`src/sadq_pkg.sv`:
```
// Shared types and constants for the sorted alarm deadline queue.
// No dependencies; every other file imports this package.
`default_nettype none

package sadq_pkg;

    localparam int QUEUE_DEPTH_DEF = 16;
    localparam int TAG_BITS_DEF    = 8;

    localparam int DEADLINE_W  = 32;
    localparam int DELAY_W     = 16;
    localparam int TAG_FIELD_W = 8;
    localparam int RES_W       = 2;

    localparam logic [RES_W-1:0] RES_ACCEPT  = 2'd0;
    localparam logic [RES_W-1:0] RES_FULL    = 2'd1;
    localparam logic [RES_W-1:0] RES_EXPIRED = 2'd2;

    // Command broadcast to every cell of the chain.
    typedef struct packed {
        logic insert;
        logic pop;
    } cell_cmd_t;

    typedef enum logic [2:0] {
        ST_IDLE   = 3'b001,
        ST_INSERT = 3'b010,
        ST_DRAIN  = 3'b100
    } state_t;

endpackage

`default_nettype wire

```
`src/sorted_alarm_deadline_queue.sv`:
```
// Sorted alarm deadline queue: a chain of QUEUE_DEPTH cells kept in deadline order.
// Add: the alarm is latched on accept; in ST_INSERT, once the output is free, the result registers
// and the alarm is inserted into the chain by a shift right (RES_FULL if full). Tick: in ST_DRAIN,
// each expiry is a pop of the head cell, one per cycle unless out stalls. One item in work at a time:
// the next item is accepted only back in ST_IDLE, after an add's result or once a tick has nothing due.
// Reset (rst_n, async, active low) clears the tick counter, all valid bits and out_valid.
`default_nettype none

module sorted_alarm_deadline_queue
    import sadq_pkg::*;
#(
    parameter int QUEUE_DEPTH = QUEUE_DEPTH_DEF,
    parameter int TAG_BITS    = TAG_BITS_DEF
) (
    input  wire logic                   clk,
    input  wire logic                   rst_n,
    input  wire logic                   in_valid,
    output logic                        in_ready,
    input  wire logic                   kind,
    input  wire logic [DELAY_W-1:0]     delay_seconds,
    input  wire logic [TAG_FIELD_W-1:0] alarm_tag,
    output logic                        out_valid,
    input  wire logic                   out_ready,
    output logic [RES_W-1:0]            event_res,
    output logic [TAG_FIELD_W-1:0]      out_tag,
    output logic [DELAY_W-1:0]          out_delay,
    output logic [DEADLINE_W-1:0]       out_deadline,
    output logic                        last
);

    // Only the low bits of the tag that also fit the result field are ever visible.
    localparam int TAG_W = (TAG_BITS < TAG_FIELD_W) ? TAG_BITS : TAG_FIELD_W;

    state_t state_reg, state_next;

    logic [DEADLINE_W-1:0] now_reg, now_next;

    // Alarm being added, held from accept to insert.
    logic [DEADLINE_W-1:0] add_deadline_reg, add_deadline_next;
    logic [TAG_W-1:0]      add_tag_reg, add_tag_next;
    logic [DELAY_W-1:0]    add_delay_reg, add_delay_next;

    // Output register.
    logic                   out_valid_reg, out_valid_next;
    logic [RES_W-1:0]       res_reg, res_next;
    logic [TAG_W-1:0]       otag_reg, otag_next;
    logic [DELAY_W-1:0]     odelay_reg, odelay_next;
    logic [DEADLINE_W-1:0]  odeadline_reg, odeadline_next;
    logic                   last_reg, last_next;

    // Chain taps.
    logic                  c_valid    [QUEUE_DEPTH];
    logic                  c_ge       [QUEUE_DEPTH];
    logic [DEADLINE_W-1:0] c_deadline [QUEUE_DEPTH];
    logic [TAG_W-1:0]      c_tag      [QUEUE_DEPTH];
    logic [DELAY_W-1:0]    c_delay    [QUEUE_DEPTH];

    cell_cmd_t cmd;

    logic                  slot_free;
    logic                  queue_full;
    logic                  head_due;
    logic                  next_due;
    logic [DEADLINE_W:0]   sum_wide;
    logic [DEADLINE_W-1:0] sum_sat;
    logic [TAG_FIELD_W-1:0] tag_ext;

    assign slot_free  = !out_valid_reg || out_ready;
    assign queue_full = c_valid[QUEUE_DEPTH-1];
    assign head_due   = c_valid[0] && (c_deadline[0] <= now_reg);
    assign next_due   = c_valid[1] && (c_deadline[1] <= now_reg);

    // Deadline is now plus delay, clamped at the top of the tick range.
    assign sum_wide = {1'b0, now_reg} + {{(DEADLINE_W + 1 - DELAY_W){1'b0}}, delay_seconds};
    assign sum_sat  = sum_wide[DEADLINE_W] ? {DEADLINE_W{1'b1}} : sum_wide[DEADLINE_W-1:0];

    assign in_ready = (state_reg == ST_IDLE);

    always_comb
    begin
        state_next        = state_reg;
        now_next          = now_reg;
        add_deadline_next = add_deadline_reg;
        add_tag_next      = add_tag_reg;
        add_delay_next    = add_delay_reg;
        out_valid_next    = out_valid_reg && !out_ready;
        res_next          = res_reg;
        otag_next         = otag_reg;
        odelay_next       = odelay_reg;
        odeadline_next    = odeadline_reg;
        last_next         = last_reg;
        cmd               = '0;

        unique case (state_reg)
            ST_IDLE:
            begin
                if (in_valid)
                begin
                    if (kind)
                    begin
                        // latch the alarm with its deadline against the current time
                        add_deadline_next = sum_sat;
                        add_tag_next      = alarm_tag[TAG_W-1:0];
                        add_delay_next    = delay_seconds;
                        state_next        = ST_INSERT;
                    end
                    else
                    begin
                        // advance time, holding at the top value
                        if (now_reg != {DEADLINE_W{1'b1}})
                        begin
                            now_next = now_reg + 1'b1;
                        end
                        state_next = ST_DRAIN;
                    end
                end
            end
            ST_INSERT:
            begin
                if (slot_free)
                begin
                    cmd.insert     = !queue_full;
                    out_valid_next = 1'b1;
                    res_next       = queue_full ? RES_FULL : RES_ACCEPT;
                    otag_next      = add_tag_reg;
                    odelay_next    = add_delay_reg;
                    odeadline_next = add_deadline_reg;
                    last_next      = 1'b1;
                    state_next     = ST_IDLE;
                end
            end
            ST_DRAIN:
            begin
                if (!head_due)
                begin
                    // nothing (more) due: no result
                    state_next = ST_IDLE;
                end
                else if (slot_free)
                begin
                    // emit the head and pop the chain left by one
                    cmd.pop        = 1'b1;
                    out_valid_next = 1'b1;
                    res_next       = RES_EXPIRED;
                    otag_next      = c_tag[0];
                    odelay_next    = c_delay[0];
                    odeadline_next = c_deadline[0];
                    last_next      = !next_due;
                    if (!next_due)
                    begin
                        state_next = ST_IDLE;
                    end
                end
            end
            default:
            begin
                state_next = ST_IDLE;
            end
        endcase
    end

    genvar gi;
    generate
        for (gi = 0; gi < QUEUE_DEPTH; gi++)
        begin : g_cell
            logic                  p_ge;
            logic                  p_valid;
            logic [DEADLINE_W-1:0] p_deadline;
            logic [TAG_W-1:0]      p_tag;
            logic [DELAY_W-1:0]    p_delay;
            logic                  s_valid;
            logic [DEADLINE_W-1:0] s_deadline;
            logic [TAG_W-1:0]      s_tag;
            logic [DELAY_W-1:0]    s_delay;

            if (gi == 0)
            begin : g_head
                // the head sees an always-valid, never-later neighbor ahead of it
                assign p_ge       = 1'b0;
                assign p_valid    = 1'b1;
                assign p_deadline = '0;
                assign p_tag      = '0;
                assign p_delay    = '0;
            end
            else
            begin : g_body
                assign p_ge       = c_ge[gi-1];
                assign p_valid    = c_valid[gi-1];
                assign p_deadline = c_deadline[gi-1];
                assign p_tag      = c_tag[gi-1];
                assign p_delay    = c_delay[gi-1];
            end

            if (gi == QUEUE_DEPTH - 1)
            begin : g_tail
                assign s_valid    = 1'b0;
                assign s_deadline = '0;
                assign s_tag      = '0;
                assign s_delay    = '0;
            end
            else
            begin : g_inner
                assign s_valid    = c_valid[gi+1];
                assign s_deadline = c_deadline[gi+1];
                assign s_tag      = c_tag[gi+1];
                assign s_delay    = c_delay[gi+1];
            end

            sadq_cell #(
                .TAG_W (TAG_W)
            ) u_cell (
                .clk           (clk),
                .rst_n         (rst_n),
                .cmd           (cmd),
                .new_deadline  (add_deadline_reg),
                .new_tag       (add_tag_reg),
                .new_delay     (add_delay_reg),
                .prev_ge       (p_ge),
                .prev_valid    (p_valid),
                .prev_deadline (p_deadline),
                .prev_tag      (p_tag),
                .prev_delay    (p_delay),
                .succ_valid    (s_valid),
                .succ_deadline (s_deadline),
                .succ_tag      (s_tag),
                .succ_delay    (s_delay),
                .valid         (c_valid[gi]),
                .ge            (c_ge[gi]),
                .deadline      (c_deadline[gi]),
                .tag           (c_tag[gi]),
                .delay         (c_delay[gi])
            );
        end
    endgenerate

    always_ff @(posedge clk or negedge rst_n)
    begin
        if (!rst_n)
        begin
            state_reg     <= ST_IDLE;
            now_reg       <= '0;
            out_valid_reg <= 1'b0;
        end
        else
        begin
            state_reg     <= state_next;
            now_reg       <= now_next;
            out_valid_reg <= out_valid_next;
        end
    end

    always_ff @(posedge clk)
    begin
        add_deadline_reg <= add_deadline_next;
        add_tag_reg      <= add_tag_next;
        add_delay_reg    <= add_delay_next;
        res_reg          <= res_next;
        otag_reg         <= otag_next;
        odelay_reg       <= odelay_next;
        odeadline_reg    <= odeadline_next;
        last_reg         <= last_next;
    end

    // Zero-extend the stored tag to the result field.
    always_comb
    begin
        tag_ext            = '0;
        tag_ext[TAG_W-1:0] = otag_reg;
    end

    assign out_valid    = out_valid_reg;
    assign event_res    = res_reg;
    assign out_tag      = tag_ext;
    assign out_delay    = odelay_reg;
    assign out_deadline = odeadline_reg;
    assign last         = last_reg;

endmodule

`default_nettype wire

```
`src/sadq_cell.sv`:
```
// One slot of the sorted alarm chain: valid bit, deadline, tag and delay.
// Depends on sadq_pkg; instantiated by sorted_alarm_deadline_queue.
`default_nettype none

module sadq_cell
    import sadq_pkg::*;
#(
    parameter int TAG_W = TAG_BITS_DEF
) (
    input  wire logic                  clk,
    input  wire logic                  rst_n,
    input  wire cell_cmd_t             cmd,
    input  wire logic [DEADLINE_W-1:0] new_deadline,
    input  wire logic [TAG_W-1:0]      new_tag,
    input  wire logic [DELAY_W-1:0]    new_delay,
    input  wire logic                  prev_ge,
    input  wire logic                  prev_valid,
    input  wire logic [DEADLINE_W-1:0] prev_deadline,
    input  wire logic [TAG_W-1:0]      prev_tag,
    input  wire logic [DELAY_W-1:0]    prev_delay,
    input  wire logic                  succ_valid,
    input  wire logic [DEADLINE_W-1:0] succ_deadline,
    input  wire logic [TAG_W-1:0]      succ_tag,
    input  wire logic [DELAY_W-1:0]    succ_delay,
    output logic                       valid,
    output logic                       ge,
    output logic [DEADLINE_W-1:0]      deadline,
    output logic [TAG_W-1:0]           tag,
    output logic [DELAY_W-1:0]         delay
);

    logic                  valid_reg, valid_next;
    logic [DEADLINE_W-1:0] deadline_reg, deadline_next;
    logic [TAG_W-1:0]      tag_reg, tag_next;
    logic [DELAY_W-1:0]    delay_reg, delay_next;

    assign ge = valid_reg && (deadline_reg >= new_deadline);

    always_comb
    begin
        valid_next    = valid_reg;
        deadline_next = deadline_reg;
        tag_next      = tag_reg;
        delay_next    = delay_reg;
        if (cmd.insert)
        begin
            if (prev_ge)
            begin
                // shift right: the new alarm lands ahead of us
                valid_next    = 1'b1;
                deadline_next = prev_deadline;
                tag_next      = prev_tag;
                delay_next    = prev_delay;
            end
            else if (ge || (!valid_reg && prev_valid))
            begin
                valid_next    = 1'b1;
                deadline_next = new_deadline;
                tag_next      = new_tag;
                delay_next    = new_delay;
            end
        end
        else if (cmd.pop)
        begin
            valid_next    = succ_valid;
            deadline_next = succ_deadline;
            tag_next      = succ_tag;
            delay_next    = succ_delay;
        end
    end

    always_ff @(posedge clk or negedge rst_n)
    begin
        if (!rst_n)
        begin
            valid_reg <= 1'b0;
        end
        else
        begin
            valid_reg <= valid_next;
        end
    end

    always_ff @(posedge clk)
    begin
        deadline_reg <= deadline_next;
        tag_reg      <= tag_next;
        delay_reg    <= delay_next;
    end

    assign valid    = valid_reg;
    assign deadline = deadline_reg;
    assign tag      = tag_reg;
    assign delay    = delay_reg;

endmodule

`default_nettype wire
```
`config.mk`:
```
export PLATFORM = sky130hd
export DESIGN_NAME = sorted_alarm_deadline_queue
export DESIGN_NICKNAME = d
export VERILOG_FILES = /design/src/sadq_pkg.sv /design/src/sorted_alarm_deadline_queue.sv /design/src/sadq_cell.sv
export SDC_FILE = /design/constraint.sdc
export NUM_CORES = 2
export LEC_CHECK = 0
export CORE_MARGIN = 2
export CORE_UTILIZATION = 60
export CTS_BUF_LIST = sky130_fd_sc_hd__clkbuf_8
export DETAILED_ROUTE_END_ITERATION = 10
export DONT_BUFFER_PORTS = 1
export GPL_TIMING_DRIVEN = 0
export PLACE_DENSITY = 0.76
export SLEW_MARGIN = 20
export SYNTH_ARGS = -nofsm -noshare
export SYNTH_HDL_FRONTEND = slang
export SYNTH_HIERARCHICAL = 1
export SYNTH_SLANG_ARGS = --single-unit
```
`constraint.sdc`:
```
create_clock -name clk -period 8.7 [get_ports clk]
set_input_delay 1.305 -clock clk [delete_from_list [all_inputs] [get_ports clk]]
set_output_delay 1.305 -clock clk [all_outputs]
set_load 0.01 [all_outputs]
```
Word-level counts from Yosys, hierarchy flattened. Cells that the tools add are included.

Register bits after elaboration: 1063. Input bits: 29. Output and inout port bits: 61. Word-level logic and storage cells: 502.

Add/subtract/negate cells: 2. Magnitude comparators: 18. Equal/unequal tests: 26. Multiplexer cells: 288. Bitwise logic cells: 1. Reductions and logical operators: 92.

Operators with widths (count): 32-bit 2-to-1 mux (66); 16-bit 2-to-1 mux (66); 8-bit 2-to-1 mux (66); 32-bit greater-or-equal comparator (16); 1-bit 2-to-1 mux (74); 32-bit <= comparator (2); 32-bit case mux with 2 select lines (1); 3-bit by 1-bit != test with 1-bit output (second input constant) (15); 1-bit logical AND (34); 32-bit by 16-bit adder with 33-bit output (1); 32-bit by 1-bit adder with 32-bit output (second input constant) (1); 32-bit != test (second input constant) (1); 16-bit case mux with 2 select lines (1); 2-bit AND reduction (16); 1-bit zero test (19); 3-bit 2-to-1 mux (6); 1-bit logical OR (17); 8-bit case mux with 2 select lines (1); 4-bit AND reduction (3); 3-bit case mux with 3 select lines (1); 2-bit != test (second input constant) (4); 2-bit 2-to-1 mux (3); 3-bit != test (second input constant) (2); 1-bit case mux with 2 select lines (2); 8 further kinds (9).

Depth between registers and ports, before layout.
Word-level depth: 7. Depth in mapped cells: 12. Gate-level depth less buffers: 11.

By module. Netlist, hierarchy kept.

By module, submodules not included: sadq_cell (instances 16, cells each 362, area an instance 3704.8 µm², sequential area each 1706.6 µm²); sorted_alarm_deadline_queue (instances 1, cells each 701, area an instance 8493.1 µm², sequential area each 4355.4 µm²).

Worst setup path after synthesis. Ideal clock, no wire load.

Kind: in2reg. Start: in in_valid. End: reg state_reg[1]. Setup time: 0.110 ns. Data arrival time: 7.776 ns. Required time: 8.590 ns. Path slack: 0.815 ns. Cell stages on the path: 3. Buffers on the path: 0. Cells stage by stage: nand2_1 > nor4b_1 > o21bai_1.

Cells in the longest elaborated chain, start to end: 2.

Ends and longest elaborated chain: from (decl) (RTL line sorted_alarm_deadline_queue.sv:17) `input wire logic in_valid,`; 2-bit != test (no line); 4-bit AND reduction (no line); to (signal assigned) (RTL line sorted_alarm_deadline_queue.sv:246) `state_reg <= state_next;`; to (decl) (RTL line sorted_alarm_deadline_queue.sv:34) `state_t state_reg, state_next;`.

Every way passes these cells. A chain may end at the register's enable or synchronous reset.

==> impl_results.md <==
- Status: finished, final reports clean
- Flop pwr share: between 40% and 50%
- PD cells: 159 nW/um^2
- Die area: around 120000 um^2
- Post-route ant nets: 0
- Clk root buf: clkbuf_8
- Vias in the first global route: 50659
- Clock Pin Slew Worst Setup and Hold Paths: 0.06 ns
- Routed WL per cell: roughly 20 um
- Tcrit/Tclk final: ~53%
- Crit path capture type: flop
- DP Wirelength: about 140000 um
- Hold Vio Cnt, Final: 0
- First-pass GRT wire length: 272000 um
- PortBufs: 0
- Routed wl met3: between 9000 and 10000 um
- VDD IR max: 0.150 mV
- Clock Latency Late Sink: around 0.88 ns
- Die X-Extent: approximately 340 um
- Initial Util: roughly three fifths
- Area growth from synthesis to layout: 10.9%
- WL final: ~170000 um
- FF-to-FF path depth: 12
- Post-route DRC: 0
- DR vias/cell: between 5 and 6
- CTS max path bufs: 3
- Metal2 WL: slightly above 80000 um
- Die height: about 340 um
- Final Max Slew Viols: 0
- CTS resizes: 0
- CTS tree: done
- Largest net degree at the start of global routing: 53
- Hold Crit Class: in2async
- Worst EP required: about 9.3 ns
- Post-CTS Setup Bufs: 0
- Critical-path maximum fanout: 25
- Synth warn: 6
- WS Path Type: reg2reg
- Ports: 90
- Comb pwr share: roughly 15%
- Vias after detailed routing: around 50000
- Power Internal: roughly 8.6 mW
- Syn Inst Count: 6492
- Most frequent cells in the layout: 1106 x a21oi_1, 1011 x edfxtp_1, 933 x nor2_1
- CTS buffer count: around 180
- Pre-antenna DRT Iters: 5
- GP Congestion: roughly 0.93
- Arr. time, crit path: between 5 and 6 ns
- Antenna violations before repair: 6
- F_max: ~210 MHz
- Slew HR: a little over a third
- Worst Tran Pin Value: 0.962 ns
- Core Box Area: around 110000 um^2
- Worst setup SP type: flop
- Top Layer Used: met4
- RSZ-0062 raised after global routing: no
- Commonest non-fill, non-tap cell in the layout: a21oi_1
- H-tree Lvls: 4
- Setup Skew: 0.0389 ns
- DRT iter0 DRCs: 4069
- CTS Sinks: roughly 1100
- Mapped Avg Cell Area: 10.4 um^2
- Fraction of layout cells with a size suffix above 1: between 8 and 9%
- Final nets: 7495
- Endpoints failing setup: 0
- Filler cells: about 8600
- Core Util, Final: between 60 and 70%
- Gr usage total: 29.6%
- Period minus WS final: about 4.7 ns
- LEAKAGE: roughly 32 nW
- Wire length on met1: just over 70000 um
- Global route overflow: 0
- Worst Hold Slack: roughly 0.12 ns
- NetSw: about 3.3 mW
- Largest register FFs: approximately 500
- Clock network power share: between 30% and 40%
- Site Rows: around 120
- Cell area after synthesis: 67800 um^2
- Hold Buf Count CTS: 0
- Max-Cap Viols: 0
- Sw Share: 28.0%
-- worst max-delay path: stages (launching register included) --
cell and delay (ns):
edfxtp_1 0.79, buf_8 0.26, inv_1 0.06, ha_1 0.30
nand4_1 0.17, nor4_1 0.70, o21ai_1 0.30, a21oi_1 0.43
a211oi_1 0.19, nand2_1 0.10, o21ai_0 0.14, a31oi_4 0.58
buf_16 0.25
-- routing by layer --
| metal | vias up | track usage (%) |
|---|---|---|
| met2 | 1759 | 49.2 |
| met4 | 0 | 16.5 |
| li1 | 24427 | - |
| met3 | 456 | 3.52 |
| met5 | - | 0 |
| met1 | 23664 | 37.8 |
-- final timing paths --
| check | from | endpoint | slack [ns] |
|---|---|---|---|
| min | rst_n | now_reg[21] | 0.12 |
| min in group clk | delay_seconds[0] | add_delay_reg[0] | 0.52 |
| max | add_deadline_reg[31] | g_cell[14].u_cell/tag[4] | 4.05 |
| max in group asynchronous | rst_n | state_reg[0] | 8.38 |
| max reg2reg | add_deadline_reg[31] | g_cell[14].u_cell/tag[4] | 4.05 |
| min reg2reg | now_reg[13] | now_reg[13] | 0.53 |
-- final cells by class --
cell class              instances  area [um^2]  area share (%)
multi-input cells            4635        33100            44.0
flip-flops and latches       1063        31700            42.1
clock buffers                 188         2590            3.44
inverters                     588         2210            2.94
well taps                    1500         1880            2.50
plain buffers                 321         1540            2.05
repair buffers                 80         1520            2.03
clock inverters               145          689           0.917
diodes                          7         17.5          0.0233
-- power by group through the flow --
stage                     Sequential, mW  Combinational [mW]  Clock [mW]
after floorplan                     6.02                1.30           0
after global placement              6.15                1.57           0
after detailed placement            6.07                1.77           0
after CTS                           5.97                1.78        4.22
after global routing                5.98                2.02        4.44
final                               5.96                1.82        4.15
-- stage by stage --
step	area, um^2	setup slack [ns]	setup TNS, ns	power [mW]	instances
after CTS	75000	3.84	0	12.0	8512
after floorplan	68200	0.815	0	7.32	6607
after global placement	70100	-2.90	-700.16	7.71	8107
final	75200	4.05	0	11.9	8527
after detailed placement	71800	3.92	0	7.85	8179
after global routing	75200	3.84	0	12.4	8527
No activity file was read; power rests on OpenSTA's default activity.
